--- config.mk ---
export PLATFORM = sky130hd
export DESIGN_NAME = battery_charge_led_fade
export DESIGN_NICKNAME = d
export VERILOG_FILES = /design/src/bclf_pkg.sv /design/src/battery_charge_led_fade.sv /design/src/bclf_window.sv /design/src/bclf_div.sv /design/src/bclf_hue.sv /design/src/bclf_shade.sv
export SDC_FILE = /design/constraint.sdc
export NUM_CORES = 2
export LEC_CHECK = 0
export ABC_CLOCK_PERIOD_IN_PS = 18650
export BUFFER_PORTS_ARGS = -buffer_cell sky130_fd_sc_hd__buf_2
export CAP_MARGIN = 10
export CORE_UTILIZATION = 32
export DETAILED_ROUTE_END_ITERATION = 6
export PLACE_DENSITY = 0.56
export SLEW_MARGIN = 20
export SYNTH_ARGS = -nofsm -noshare
export SYNTH_HDL_FRONTEND = slang
export SYNTH_HIERARCHICAL = 1
export SYNTH_SLANG_ARGS = --single-unit
--- constraint.sdc ---
create_clock -name clk -period 18.65 [get_ports clk]
set_input_delay 3.73 -clock clk [delete_from_list [all_inputs] [get_ports clk]]
set_output_delay 3.73 -clock clk [all_outputs]
set_load 0.1 [all_outputs]
--- src/bclf_pkg.sv ---
`timescale 1ns / 1ps
`default_nettype none
// ----------------------------------------------------------------------------
// bclf_pkg
// Shared types, widths, register codes and the quarter-sine brightness table
// of the battery charge LED fade block.
// ----------------------------------------------------------------------------
package bclf_pkg;

  localparam int FRAME_BITS       = 16;
  localparam int SINE_TABLE_DEPTH = 256;
  localparam int IDX_W            = $clog2(SINE_TABLE_DEPTH);

  localparam int LEN_W     = 16;
  localparam int FADE_W    = 15;
  localparam int LEVEL_W   = 11;
  localparam int HUE_W     = 9;
  localparam int CHAN_W    = 8;
  localparam int BR_W      = 11;
  localparam int FRAC_W    = 10;
  localparam int POS_W     = ((FRAME_BITS > LEN_W) ? FRAME_BITS : LEN_W) + 1;

  localparam int CFG_IDX_W  = 3;
  localparam int CFG_DATA_W = 16;

  localparam logic [LEVEL_W-1:0] LEVEL_FULL = 11'd1024;
  localparam logic [BR_W-1:0]    BR_ONE     = 11'd1024;
  localparam logic [HUE_W-1:0]   HUE_LIMIT  = 9'd360;

  localparam logic [63:0] HALF_PI_Q30  = 64'd1686629713;
  localparam int          TAYLOR_TERMS = 6;

  typedef enum logic [CFG_IDX_W-1:0] {
    REG_ANIM_LENGTH   = 3'd0,
    REG_FADE_FRAMES   = 3'd1,
    REG_BATTERY_LEVEL = 3'd2,
    REG_HUE_MIN       = 3'd3,
    REG_HUE_MAX       = 3'd4
  } cfg_reg_t;

  typedef struct packed {
    logic [LEN_W-1:0]   anim_length;
    logic [FADE_W-1:0]  fade_frames;
    logic [LEVEL_W-1:0] battery_level;
    logic [HUE_W-1:0]   hue_min;
    logic [HUE_W-1:0]   hue_max;
  } cfg_t;

  localparam cfg_t CFG_RESET = '{
    anim_length:   16'd100,
    fade_frames:   15'd10,
    battery_level: 11'd0,
    hue_min:       9'd0,
    hue_max:       9'd120
  };

  typedef enum logic [1:0] {
    BR_DARK,
    BR_FULL,
    BR_FADE
  } br_mode_t;

  typedef struct packed {
    br_mode_t           mode;
    logic [FADE_W-1:0]  offset;
    logic [FADE_W-1:0]  fade;
  } win_item_t;

  typedef struct packed {
    logic [CHAN_W-1:0] red;
    logic [CHAN_W-1:0] green;
    logic [CHAN_W-1:0] blue;
  } rgb_t;

  typedef logic [SINE_TABLE_DEPTH-1:0][BR_W-1:0] sine_lut_t;

  function automatic logic [LEVEL_W-1:0] clamp_level(input logic [LEVEL_W-1:0] level);
    return (level > LEVEL_FULL) ? LEVEL_FULL : level;
  endfunction

  // Quarter sine in Q1.10, evaluated at elaboration with a Q30 Taylor series.
  function automatic sine_lut_t build_sine_lut();
    sine_lut_t   lut;
    logic [63:0] x;
    logic [63:0] x2;
    logic [63:0] term;
    logic [63:0] sum;
    lut = '0;
    for (int k = 0; k < SINE_TABLE_DEPTH; k++) begin
      x    = (HALF_PI_Q30 * 64'(k)) / SINE_TABLE_DEPTH;
      x2   = (x * x) >> 30;
      term = x;
      sum  = x;
      for (int n = 1; n <= TAYLOR_TERMS; n++) begin
        term = (term * x2) >> 30;
        case (n)
          1: begin
            term = term / 6;
          end
          2: begin
            term = term / 20;
          end
          3: begin
            term = term / 42;
          end
          4: begin
            term = term / 72;
          end
          5: begin
            term = term / 110;
          end
          default: begin
            term = term / 156;
          end
        endcase
        if ((n % 2) == 1) begin
          sum = sum - term;
        end else begin
          sum = sum + term;
        end
      end
      lut[k] = BR_W'((sum + (64'd1 << 19)) >> 20);
    end
    return lut;
  endfunction

  localparam sine_lut_t SINE_LUT = build_sine_lut();

endpackage
`default_nettype wire

--- src/battery_charge_led_fade.sv ---
`timescale 1ns / 1ps
`default_nettype none
// ----------------------------------------------------------------------------
// battery_charge_led_fade
// Color of every LED in one frame of a battery charge animation.
// ----------------------------------------------------------------------------
// The block accepts one frame index per clock while the pipeline advances and
// returns its red, green and blue levels: four stages place the on-window, eight
// stages of a one-bit-per-stage divider form the sine table index, and two stages
// look up the brightness and scale the color into the output register. The
// whole pipeline advances whenever the output register is empty or being
// taken, so a stalled result holds every item behind it in place. Settings
// written on the configuration port apply to every item accepted after the
// write; write them only while no item is in flight.
module battery_charge_led_fade (
  input  logic                               clk,
  input  logic                               rst_n,
  input  logic                               in_valid,
  output logic                               in_ready,
  input  logic [bclf_pkg::FRAME_BITS-1:0]    in_frame_index,
  output logic                               out_valid,
  input  logic                               out_ready,
  output logic [bclf_pkg::CHAN_W-1:0]        out_red,
  output logic [bclf_pkg::CHAN_W-1:0]        out_green,
  output logic [bclf_pkg::CHAN_W-1:0]        out_blue,
  input  logic                               cfg_valid,
  output logic                               cfg_ready,
  input  logic [bclf_pkg::CFG_IDX_W-1:0]     cfg_index,
  input  logic [bclf_pkg::CFG_DATA_W-1:0]    cfg_data
);

  bclf_pkg::cfg_t       cfg_r;
  logic                 adv;
  logic                 win_valid;
  bclf_pkg::win_item_t  win;
  logic                 div_valid;
  bclf_pkg::br_mode_t   div_mode;
  logic [bclf_pkg::IDX_W-1:0] div_idx;
  bclf_pkg::rgb_t       color;
  bclf_pkg::rgb_t       pix;

  assign cfg_ready = 1'b1;
  assign adv       = !out_valid || out_ready;
  assign in_ready  = adv;

  always_ff @(posedge clk) begin
    if (!rst_n) begin
      cfg_r <= bclf_pkg::CFG_RESET;
    end else if (cfg_valid && cfg_ready) begin
      case (cfg_index)
        bclf_pkg::REG_ANIM_LENGTH: begin
          cfg_r.anim_length <= cfg_data[bclf_pkg::LEN_W-1:0];
        end
        bclf_pkg::REG_FADE_FRAMES: begin
          cfg_r.fade_frames <= cfg_data[bclf_pkg::FADE_W-1:0];
        end
        bclf_pkg::REG_BATTERY_LEVEL: begin
          cfg_r.battery_level <= cfg_data[bclf_pkg::LEVEL_W-1:0];
        end
        bclf_pkg::REG_HUE_MIN: begin
          cfg_r.hue_min <= cfg_data[bclf_pkg::HUE_W-1:0];
        end
        bclf_pkg::REG_HUE_MAX: begin
          cfg_r.hue_max <= cfg_data[bclf_pkg::HUE_W-1:0];
        end
        default: begin
          cfg_r <= cfg_r;
        end
      endcase
    end
  end

  bclf_window u_window (
    .clk       (clk),
    .rst_n     (rst_n),
    .en        (adv),
    .in_valid  (in_valid),
    .frame     (in_frame_index),
    .cfg       (cfg_r),
    .win_valid (win_valid),
    .win       (win)
  );

  bclf_div u_div (
    .clk       (clk),
    .rst_n     (rst_n),
    .en        (adv),
    .in_valid  (win_valid),
    .win       (win),
    .out_valid (div_valid),
    .out_mode  (div_mode),
    .out_idx   (div_idx)
  );

  bclf_hue u_hue (
    .clk   (clk),
    .cfg   (cfg_r),
    .color (color)
  );

  bclf_shade u_shade (
    .clk       (clk),
    .rst_n     (rst_n),
    .en        (adv),
    .in_valid  (div_valid),
    .mode      (div_mode),
    .idx       (div_idx),
    .color     (color),
    .out_valid (out_valid),
    .pix       (pix)
  );

  assign out_red   = pix.red;
  assign out_green = pix.green;
  assign out_blue  = pix.blue;

endmodule
`default_nettype wire

--- src/bclf_window.sv ---
`timescale 1ns / 1ps
`default_nettype none
// ----------------------------------------------------------------------------
// bclf_window
// Four-stage pipeline that places the centered on-window in the cycle and
// classifies each frame as dark, fully lit or inside a fade.
// ----------------------------------------------------------------------------
module bclf_window (
  input  logic                             clk,
  input  logic                             rst_n,
  input  logic                             en,
  input  logic                             in_valid,
  input  logic [bclf_pkg::FRAME_BITS-1:0]  frame,
  input  bclf_pkg::cfg_t                   cfg,
  output logic                             win_valid,
  output bclf_pkg::win_item_t              win
);

  localparam int PROD_W = bclf_pkg::LEN_W + bclf_pkg::LEVEL_W;
  localparam int ON_W   = PROD_W - bclf_pkg::FRAC_W;
  localparam int LEN_W  = bclf_pkg::LEN_W;
  localparam int FADE_W = bclf_pkg::FADE_W;
  localparam int POS_W  = bclf_pkg::POS_W;

  logic                            v1_r;
  logic [bclf_pkg::FRAME_BITS-1:0] frame1_r;
  logic [PROD_W-1:0]               prod1_r;
  logic [PROD_W-1:0]               prod1_nxt;

  logic                            v2_r;
  logic [bclf_pkg::FRAME_BITS-1:0] frame2_r;
  logic [LEN_W-1:0]                on2_r;
  logic [LEN_W-1:0]                on2_nxt;
  logic [FADE_W-1:0]               fade2_r;
  logic [FADE_W-1:0]               fade2_nxt;

  logic                            v3_r;
  logic [bclf_pkg::FRAME_BITS-1:0] frame3_r;
  logic [LEN_W-1:0]                start3_r;
  logic [LEN_W-1:0]                start3_nxt;
  logic [LEN_W-1:0]                end3_r;
  logic [LEN_W-1:0]                end3_nxt;
  logic [FADE_W-1:0]               fade3_r;

  logic                            win_valid_r;
  bclf_pkg::win_item_t             win_r;
  bclf_pkg::win_item_t             win_nxt;

  logic [PROD_W-1:0] round_sum;
  logic [ON_W-1:0]   on_q;
  logic [ON_W-1:0]   on_min;
  logic [ON_W-1:0]   on_a;
  logic [LEN_W:0]    end_sum;
  logic [POS_W-1:0]  frame_p;
  logic [POS_W-1:0]  start_p;
  logic [POS_W-1:0]  end_p;
  logic [POS_W-1:0]  fade_p;
  logic [POS_W-1:0]  lim_in;
  logic [POS_W-1:0]  lim_out;
  logic [POS_W-1:0]  diff_in;
  logic [POS_W-1:0]  diff_out;

  always_comb begin
    prod1_nxt = PROD_W'(cfg.anim_length)
              * PROD_W'(bclf_pkg::clamp_level(cfg.battery_level));
  end

  always_comb begin
    round_sum = prod1_r + PROD_W'(1 << (bclf_pkg::FRAC_W - 1));
    on_q      = round_sum[PROD_W-1:bclf_pkg::FRAC_W];
    on_min    = ON_W'({cfg.fade_frames, 1'b0});
    on_a      = (on_q < on_min) ? on_min : on_q;
    if (on_a >= ON_W'(cfg.anim_length)) begin
      on2_nxt   = cfg.anim_length;
      fade2_nxt = '0;
    end else begin
      on2_nxt   = on_a[LEN_W-1:0];
      fade2_nxt = cfg.fade_frames;
    end
  end

  always_comb begin
    start3_nxt = (cfg.anim_length - on2_r) >> 1;
    end_sum    = {1'b0, cfg.anim_length} + {1'b0, on2_r};
    end3_nxt   = end_sum[LEN_W:1];
  end

  always_comb begin
    frame_p  = POS_W'(frame3_r);
    start_p  = POS_W'(start3_r);
    end_p    = POS_W'(end3_r);
    fade_p   = POS_W'(fade3_r);
    lim_in   = start_p + fade_p;
    lim_out  = end_p - fade_p;
    diff_in  = frame_p - start_p;
    diff_out = end_p - frame_p;
    win_nxt.fade = fade3_r;
    if (frame_p < start_p) begin
      win_nxt.mode   = bclf_pkg::BR_DARK;
      win_nxt.offset = '0;
    end else if (frame_p < lim_in) begin
      win_nxt.mode   = bclf_pkg::BR_FADE;
      win_nxt.offset = diff_in[FADE_W-1:0];
    end else if (frame_p <= lim_out) begin
      win_nxt.mode   = bclf_pkg::BR_FULL;
      win_nxt.offset = '0;
    end else if (frame_p < end_p) begin
      win_nxt.mode   = bclf_pkg::BR_FADE;
      win_nxt.offset = diff_out[FADE_W-1:0];
    end else begin
      win_nxt.mode   = bclf_pkg::BR_DARK;
      win_nxt.offset = '0;
    end
  end

  always_ff @(posedge clk) begin
    if (!rst_n) begin
      v1_r        <= 1'b0;
      v2_r        <= 1'b0;
      v3_r        <= 1'b0;
      win_valid_r <= 1'b0;
    end else if (en) begin
      v1_r        <= in_valid;
      v2_r        <= v1_r;
      v3_r        <= v2_r;
      win_valid_r <= v3_r;
    end
  end

  always_ff @(posedge clk) begin
    if (en) begin
      frame1_r <= frame;
      prod1_r  <= prod1_nxt;
      frame2_r <= frame1_r;
      on2_r    <= on2_nxt;
      fade2_r  <= fade2_nxt;
      frame3_r <= frame2_r;
      start3_r <= start3_nxt;
      end3_r   <= end3_nxt;
      fade3_r  <= fade2_r;
      win_r    <= win_nxt;
    end
  end

  assign win_valid = win_valid_r;
  assign win       = win_r;

  a_window_covers_fades: assert property (@(posedge clk) disable iff (!rst_n)
    v2_r |-> (ON_W'(on2_r) >= ON_W'({fade2_r, 1'b0})))
    else $error("on-window shorter than both fades");

  a_fade_offset_in_range: assert property (@(posedge clk) disable iff (!rst_n)
    (win_valid_r && (win_r.mode == bclf_pkg::BR_FADE)) |-> (win_r.offset < win_r.fade))
    else $error("fade offset not below fade length");

endmodule
`default_nettype wire

--- src/bclf_div.sv ---
`timescale 1ns / 1ps
`default_nettype none
// ----------------------------------------------------------------------------
// bclf_div
// Pipelined restoring divider: one quotient bit per stage gives the sine
// table index (distance * depth) / fade for items inside a fade.
// ----------------------------------------------------------------------------
module bclf_div (
  input  logic                         clk,
  input  logic                         rst_n,
  input  logic                         en,
  input  logic                         in_valid,
  input  bclf_pkg::win_item_t          win,
  output logic                         out_valid,
  output bclf_pkg::br_mode_t           out_mode,
  output logic [bclf_pkg::IDX_W-1:0]   out_idx
);

  localparam int IDX_W  = bclf_pkg::IDX_W;
  localparam int FADE_W = bclf_pkg::FADE_W;

  logic               v_r    [IDX_W];
  bclf_pkg::br_mode_t mode_r [IDX_W];
  logic [FADE_W:0]    rem_r  [IDX_W];
  logic [FADE_W-1:0]  fade_r [IDX_W];
  logic [IDX_W-1:0]   quot_r [IDX_W];

  for (genvar i = 0; i < IDX_W; i++) begin : g_step
    logic               v_in;
    bclf_pkg::br_mode_t mode_in;
    logic [FADE_W:0]    rem_in;
    logic [FADE_W-1:0]  fade_in;
    logic [IDX_W-1:0]   quot_in;
    logic [FADE_W:0]    shifted;
    logic               take;
    logic [FADE_W:0]    rem_nxt;
    logic [IDX_W-1:0]   quot_nxt;

    if (i == 0) begin : g_first
      assign v_in    = in_valid;
      assign mode_in = win.mode;
      assign rem_in  = {1'b0, win.offset};
      assign fade_in = win.fade;
      assign quot_in = '0;
    end else begin : g_next
      assign v_in    = v_r[i-1];
      assign mode_in = mode_r[i-1];
      assign rem_in  = rem_r[i-1];
      assign fade_in = fade_r[i-1];
      assign quot_in = quot_r[i-1];
    end

    always_comb begin
      shifted  = {rem_in[FADE_W-1:0], 1'b0};
      take     = (shifted >= {1'b0, fade_in});
      rem_nxt  = take ? (shifted - {1'b0, fade_in}) : shifted;
      quot_nxt = {quot_in[IDX_W-2:0], take};
    end

    always_ff @(posedge clk) begin
      if (!rst_n) begin
        v_r[i] <= 1'b0;
      end else if (en) begin
        v_r[i] <= v_in;
      end
    end

    always_ff @(posedge clk) begin
      if (en) begin
        mode_r[i] <= mode_in;
        rem_r[i]  <= rem_nxt;
        fade_r[i] <= fade_in;
        quot_r[i] <= quot_nxt;
      end
    end
  end

  assign out_valid = v_r[IDX_W-1];
  assign out_mode  = mode_r[IDX_W-1];
  assign out_idx   = quot_r[IDX_W-1];

  a_remainder_below_divisor: assert property (@(posedge clk) disable iff (!rst_n)
    (v_r[IDX_W-1] && (mode_r[IDX_W-1] == bclf_pkg::BR_FADE))
      |-> (rem_r[IDX_W-1] < {1'b0, fade_r[IDX_W-1]}))
    else $error("divider remainder not below fade length");

endmodule
`default_nettype wire

--- src/bclf_hue.sv ---
`timescale 1ns / 1ps
`default_nettype none
// ----------------------------------------------------------------------------
// bclf_hue
// Six-stage pipeline that turns the battery level and hue limits into a
// fully saturated, full-value RGB color.
// ----------------------------------------------------------------------------
module bclf_hue (
  input  logic            clk,
  input  bclf_pkg::cfg_t  cfg,
  output bclf_pkg::rgb_t  color
);

  localparam int HUE_W    = bclf_pkg::HUE_W;
  localparam int LEVEL_W  = bclf_pkg::LEVEL_W;
  localparam int CHAN_W   = bclf_pkg::CHAN_W;
  localparam int HD_W     = HUE_W + LEVEL_W + 2;
  localparam int HPOS_W   = HUE_W + bclf_pkg::FRAC_W;
  localparam int REM_W    = 16;
  localparam int SCALED_W = 24;
  localparam int Y_W      = 12;

  localparam int                 NUM_SECTORS  = 6;
  localparam logic [HPOS_W-1:0]  HUE_SECTOR   = 19'd61440;
  localparam logic [CHAN_W-1:0]  CHAN_MAX     = 8'd255;
  localparam int                 SECTOR_SHIFT = 12;
  localparam logic [SCALED_W-1:0] RECIP_15    = 24'd4370;
  localparam int                 RECIP_SHIFT  = 16;

  typedef enum logic [2:0] {
    SEC_RED_YELLOW,
    SEC_YELLOW_GREEN,
    SEC_GREEN_CYAN,
    SEC_CYAN_BLUE,
    SEC_BLUE_MAGENTA,
    SEC_MAGENTA_RED
  } sector_t;

  logic signed [HD_W-1:0] hd1_r;
  logic signed [HD_W-1:0] hd1_nxt;
  logic [HUE_W-1:0]       hmin1_r;
  logic [HUE_W-1:0]       hmin1_nxt;
  logic [HPOS_W-1:0]      hue2_r;
  logic [HPOS_W-1:0]      hue2_nxt;
  sector_t                sector3_r;
  sector_t                sector3_nxt;
  logic [REM_W-1:0]       rem3_r;
  logic [REM_W-1:0]       rem3_nxt;
  sector_t                sector4_r;
  logic [Y_W-1:0]         yt4_r;
  logic [Y_W-1:0]         yt4_nxt;
  logic [Y_W-1:0]         yq4_r;
  logic [Y_W-1:0]         yq4_nxt;
  sector_t                sector5_r;
  logic [CHAN_W-1:0]      t5_r;
  logic [CHAN_W-1:0]      t5_nxt;
  logic [CHAN_W-1:0]      q5_r;
  logic [CHAN_W-1:0]      q5_nxt;
  bclf_pkg::rgb_t         color_r;
  bclf_pkg::rgb_t         color_nxt;

  logic [HUE_W-1:0]        hmax_c;
  logic signed [HUE_W:0]   span;
  logic [LEVEL_W-1:0]      level;
  logic signed [HD_W-1:0]  base;
  logic signed [HD_W-1:0]  hue_sum;
  logic [2:0]              cnt;
  logic [HPOS_W-1:0]       sub;
  logic [HPOS_W-1:0]       diff;
  logic [SCALED_W-1:0]     xt;
  logic [SCALED_W-1:0]     xq;
  logic [REM_W-1:0]        rem_q;
  logic [SCALED_W-1:0]     pt;
  logic [SCALED_W-1:0]     pq;

  always_comb begin
    level     = bclf_pkg::clamp_level(cfg.battery_level);
    hmin1_nxt = (cfg.hue_min > bclf_pkg::HUE_LIMIT) ? bclf_pkg::HUE_LIMIT : cfg.hue_min;
    hmax_c    = (cfg.hue_max > bclf_pkg::HUE_LIMIT) ? bclf_pkg::HUE_LIMIT : cfg.hue_max;
    span      = $signed({1'b0, hmax_c}) - $signed({1'b0, hmin1_nxt});
    hd1_nxt   = HD_W'(span) * HD_W'($signed({1'b0, level}));
  end

  always_comb begin
    base     = $signed(HD_W'({hmin1_r, {bclf_pkg::FRAC_W{1'b0}}}));
    hue_sum  = base + hd1_r;
    hue2_nxt = hue_sum[HPOS_W-1:0];
  end

  always_comb begin
    cnt = '0;
    for (int k = 1; k <= NUM_SECTORS; k++) begin
      cnt = cnt + 3'(hue2_r >= HPOS_W'(k * 61440));
    end
    sub      = HPOS_W'(cnt) * HUE_SECTOR;
    diff     = hue2_r - sub;
    rem3_nxt = diff[REM_W-1:0];
    if (cnt >= 3'(NUM_SECTORS)) begin
      sector3_nxt = SEC_RED_YELLOW;
    end else begin
      sector3_nxt = sector_t'(cnt);
    end
  end

  always_comb begin
    rem_q   = HUE_SECTOR[REM_W-1:0] - rem3_r;
    xt      = SCALED_W'(rem3_r) * SCALED_W'(CHAN_MAX);
    xq      = SCALED_W'(rem_q) * SCALED_W'(CHAN_MAX);
    yt4_nxt = xt[SECTOR_SHIFT+Y_W-1:SECTOR_SHIFT];
    yq4_nxt = xq[SECTOR_SHIFT+Y_W-1:SECTOR_SHIFT];
  end

  always_comb begin
    pt     = SCALED_W'(yt4_r) * RECIP_15;
    pq     = SCALED_W'(yq4_r) * RECIP_15;
    t5_nxt = pt[RECIP_SHIFT+CHAN_W-1:RECIP_SHIFT];
    q5_nxt = pq[RECIP_SHIFT+CHAN_W-1:RECIP_SHIFT];
  end

  always_comb begin
    case (sector5_r)
      SEC_RED_YELLOW: begin
        color_nxt = '{red: CHAN_MAX, green: t5_r, blue: '0};
      end
      SEC_YELLOW_GREEN: begin
        color_nxt = '{red: q5_r, green: CHAN_MAX, blue: '0};
      end
      SEC_GREEN_CYAN: begin
        color_nxt = '{red: '0, green: CHAN_MAX, blue: t5_r};
      end
      SEC_CYAN_BLUE: begin
        color_nxt = '{red: '0, green: q5_r, blue: CHAN_MAX};
      end
      SEC_BLUE_MAGENTA: begin
        color_nxt = '{red: t5_r, green: '0, blue: CHAN_MAX};
      end
      default: begin
        color_nxt = '{red: CHAN_MAX, green: '0, blue: q5_r};
      end
    endcase
  end

  always_ff @(posedge clk) begin
    hd1_r     <= hd1_nxt;
    hmin1_r   <= hmin1_nxt;
    hue2_r    <= hue2_nxt;
    sector3_r <= sector3_nxt;
    rem3_r    <= rem3_nxt;
    sector4_r <= sector3_r;
    yt4_r     <= yt4_nxt;
    yq4_r     <= yq4_nxt;
    sector5_r <= sector4_r;
    t5_r      <= t5_nxt;
    q5_r      <= q5_nxt;
    color_r   <= color_nxt;
  end

  assign color = color_r;

endmodule
`default_nettype wire

--- src/bclf_shade.sv ---
`timescale 1ns / 1ps
`default_nettype none
// ----------------------------------------------------------------------------
// bclf_shade
// Looks up the fade brightness in the quarter-sine table and scales the
// color by it into the output register.
// ----------------------------------------------------------------------------
module bclf_shade (
  input  logic                        clk,
  input  logic                        rst_n,
  input  logic                        en,
  input  logic                        in_valid,
  input  bclf_pkg::br_mode_t          mode,
  input  logic [bclf_pkg::IDX_W-1:0]  idx,
  input  bclf_pkg::rgb_t              color,
  output logic                        out_valid,
  output bclf_pkg::rgb_t              pix
);

  localparam int CHAN_W = bclf_pkg::CHAN_W;
  localparam int BR_W   = bclf_pkg::BR_W;
  localparam int PROD_W = CHAN_W + BR_W;
  localparam int FRAC_W = bclf_pkg::FRAC_W;

  logic              va_r;
  logic [BR_W-1:0]   br_a_r;
  logic [BR_W-1:0]   br_a_nxt;
  logic              out_valid_r;
  bclf_pkg::rgb_t    pix_r;
  bclf_pkg::rgb_t    pix_nxt;

  function automatic logic [CHAN_W-1:0] scale(input logic [CHAN_W-1:0] c,
                                              input logic [BR_W-1:0] br);
    logic [PROD_W-1:0] p;
    p = PROD_W'(c) * PROD_W'(br);
    return p[FRAC_W+CHAN_W-1:FRAC_W];
  endfunction

  always_comb begin
    case (mode)
      bclf_pkg::BR_FULL: begin
        br_a_nxt = bclf_pkg::BR_ONE;
      end
      bclf_pkg::BR_FADE: begin
        br_a_nxt = bclf_pkg::SINE_LUT[idx];
      end
      default: begin
        br_a_nxt = '0;
      end
    endcase
  end

  always_comb begin
    pix_nxt.red   = scale(color.red, br_a_r);
    pix_nxt.green = scale(color.green, br_a_r);
    pix_nxt.blue  = scale(color.blue, br_a_r);
  end

  always_ff @(posedge clk) begin
    if (!rst_n) begin
      va_r        <= 1'b0;
      out_valid_r <= 1'b0;
    end else if (en) begin
      va_r        <= in_valid;
      out_valid_r <= va_r;
    end
  end

  always_ff @(posedge clk) begin
    if (en) begin
      br_a_r <= br_a_nxt;
      pix_r  <= pix_nxt;
    end
  end

  assign out_valid = out_valid_r;
  assign pix       = pix_r;

endmodule
`default_nettype wire
==> impl_metrics.py <==
metrics = {
    "run_status": {
        "outcome": "finished, final reports clean",
    },
    "clocking": {
        "htree_levels": 3,
        "cts_setup_buffers": 0,
        "cts_resized": 0,
        "clock_path_buffers": 3,
        "cts_tree": "done",
        "root_buffer": "clkbuf_16",
        "clkTransAtPathRegs_ns": 0.06,
        "cts-hold-fix-buffers": 0,
        "cts_sinks": 682,
        "cts_buffers": 81,
        "insertion_delay_ns": 0.68,
    },
    "synth": {
        "synth-xor-area-share": 0.0415,
        "synthArstFlopShare": 0,
        "synth_warnings": 6,
        "synthMuxAreaShare": 0.0391,
        "syn-cell-area_um2": 62400,
        "syn_area_per_cell_um2": 10.1,
        "synthCells": 6162,
        "ys_seq_area_frac": 0.296,
        "synth_compound_area_frac": 0.104,
        "synth_edf_count": 479,
        "syn-num-nets": 7484,
        "synthFlopType": "edfxtp_1",
        "ys_ff_latch": 682,
        "synth_top_family_by_area": "adder cells",
        "synthAdderAreaFrac": 0.320,
        "synth_simple_gate_area_frac": 0.129,
        "synth.distinct_cells": 125,
    },
    "sta": {
        "clock.fmax_mhz": 118,
        "drv_slew": 0,
        "hold_viol": 0,
        "clock_skew_ns": 0.0310,
        "rsz0062_at_grt": "false",
        "tightest_slew_ns": 1.13,
        "finalCritPeriodShare": 0.456,
        "relSlewSlack": 0.243,
        "final-setup-viol-count": 0,
        "fin_tns_setup_ns": 0,
        "final.min_clock_period_ns": 8.51,
    },
    "route": {
        "num_vias": 42400,
        "dr.pass1.iters": 6,
        "wl_per_cell_um": 15.7,
        "drtIter0Drc": 2367,
        "drc": 0,
        "vias_per_cell": 4.85,
        "wl_um": 138000,
        "antenna_left": 0,
    },
    "critical_path": {
        "crit_path_max_fanout": 26,
        "reg2reg_depth": 29,
        "cp.required_ns": 14.92,
        "reg2reg_slack_ns": 10.55,
        "startpoint_type": "primary input",
        "crit_path_top_delay_cell": "buf_2",
        "path_common_cell": "buf_2",
        "cp_cell_sequence": "buf_2, nand2b_4, buf_2",
        "timing_worst_setup_path_type": "in -> out",
        "worst_ep_arrival_time_ns": 4.78,
        "rr_startpoint": "cfg_r[0]",
        "crit_path_end_kind": "output port",
        "timing.rr.end": "u_hue/hd1_r[18]",
        "slowest_delay_ns": 0.55,
    },
    "finish": {
        "fin_nets": 7481,
        "layout_commonest_cell": "inv_1",
        "most-common-layout-cells": "inv_1 (963), ha_1 (760), fa_1 (522)",
        "drive_above_1_share": 0.0705,
        "n_fill_cell": 19300,
        "diodes": 0,
        "synthToLayoutAreaGrowth_pct": 9.02,
    },
    "global_route": {
        "grt_pass1_wl_um": 227000,
        "grt_max_degree": 184,
        "grt_pass1_vias": 43900,
        "overflow": 0,
        "antenna_found_initial": 0,
        "track_usage": 0.140,
    },
    "die": {
        "io_pins": 67,
        "die_area_um2": 197000,
        "core.rowCount": 161,
        "die_h_um": 444,
        "initial_core_util": 0.323,
        "core-area_um2": 193000,
        "die_w_um": 444,
    },
    "place": {
        "dpl.hpwl_um": 108000,
        "port-buffer-count": 65,
        "globalplace.congestion": 0.882,
    },
    "min_path": {
        "hp-class": "reg -> reg",
        "worst_hold_path.endpoint": "u_hue/sector5_r[1]",
        "holdPathStages": 0,
        "hold_start": "u_hue/sector4_r[1]",
    },
    "run": {
        "max_cap_violations": 0,
    },
}
cell type report:
cell class              count  area (µm²)  area share
clock inverters            51         502     0.00737
multi-input cells        4330       39600       0.581
well taps                2526        3160      0.0464
clock buffers             100        2180      0.0320
repair buffers             98         588     0.00864
inverters                 966        3630      0.0533
flip-flops and latches    682       18400       0.271
kinds of logic after synthesis:
kind of cell / Yosys count
and+or+nand+nor: 1594
adders and majority gates: 1282
buffers and inverters: 1150
AOI/OAI and AO/OA: 947
DFF: 682
xor gates and xnor gates: 296
muxes: 210
other: 1
metal layers:
metal  GRT usage  vias to the layer above  part of all wire
li1            -                    20800                 -
met1       0.179                    20700              0.45
met2       0.247                      726              0.49
met3      0.0178                      196             0.034
met4      0.0400                        0             0.026
met5           0                        -                 0
sequential cells by signal, summed over array words and instances (netlist names), 18 cells and up:
name	count
u_div/fade_r	105
u_div/rem_r	105
u_hue/color	24
cfg_r	60
u_shade/pix	24
u_div/quot_r	36
u_window/win	32
u_hue/hue2_r	19
u_hue/hd1_r	19
u_window/prod1_r	18
how the worst max path moves through the flow:
stage	from	end	slack [ns]	cells past startpoint
global route	cfg_r[0]	u_hue/hd1_r[18]	9.94	29
finish	out_ready	in_ready	10.14	3
floorplan	out_ready	in_ready	4.85	1
CTS	out_ready	in_ready	10.05	3
detailed placement	out_ready	in_ready	10.05	3
global placement	out_ready	in_ready	10.04	3
metrics by stage:
step | worst slack, ns | util | instance area (µm²) | cells | hold WS, ns
floorplan | 4.85 | - | 62400 | 6162 | 0.310
global placement | 10.04 | 0.338 | 65400 | 8602 | 0.311
detailed placement | 10.05 | 0.338 | 65400 | 8602 | 0.312
CTS | 10.05 | 0.352 | 68000 | 8753 | 0.315
global route | 9.94 | 0.352 | 68100 | 8753 | 0.331
finish | 10.14 | 0.352 | 68100 | 8753 | 0.322
synth_stat cells (11+ instances only):
master | number | area share
a211o_1 | 19 | 0.0027
a211oi_1 | 51 | 0.0061
a21o_1 | 63 | 0.0076
a21oi_1 | 256 | 0.021
a311oi_1 | 19 | 0.0027
a31oi_1 | 31 | 0.0031
and2_1 | 319 | 0.032
and3_1 | 39 | 0.0039
buf_2 | 29 | 0.0023
buf_4 | 11 | 0.0013
clkbuf_1 | 134 | 0.0081
dfxtp_1 | 203 | 0.065
edfxtp_1 | 479 | 0.23
fa_1 | 522 | 0.17
ha_1 | 760 | 0.15
inv_1 | 963 | 0.058
mux2_2 | 97 | 0.017
mux2_4 | 18 | 0.0043
mux2i_1 | 85 | 0.014
nand2_1 | 410 | 0.025
nand2b_1 | 63 | 0.0063
nand3_1 | 74 | 0.0059
nand4_1 | 35 | 0.0035
nor2_1 | 351 | 0.021
nor2b_1 | 99 | 0.0099
nor3_1 | 92 | 0.0074
o211ai_1 | 30 | 0.0036
o21a_1 | 52 | 0.0063
o21ai_0 | 173 | 0.014
o21ai_1 | 14 | 0.0011
o21bai_1 | 29 | 0.0035
o311ai_0 | 14 | 0.0020
o31ai_1 | 22 | 0.0026
or2_2 | 15 | 0.0015
or3_1 | 21 | 0.0021
xnor2_1 | 218 | 0.031
xor2_1 | 78 | 0.011
worst max-delay path, delay by kind of cell:
| family | cells | cell delay, ns |
|---|---|---|
| buffers and inverters | 2 | 0.63 |
| and+or+nand+nor | 1 | 0.37 |
Power is left out: the tool's default activity adds up to more than one toggle a clock period on the data nets, which glitch-free logic cannot reach.
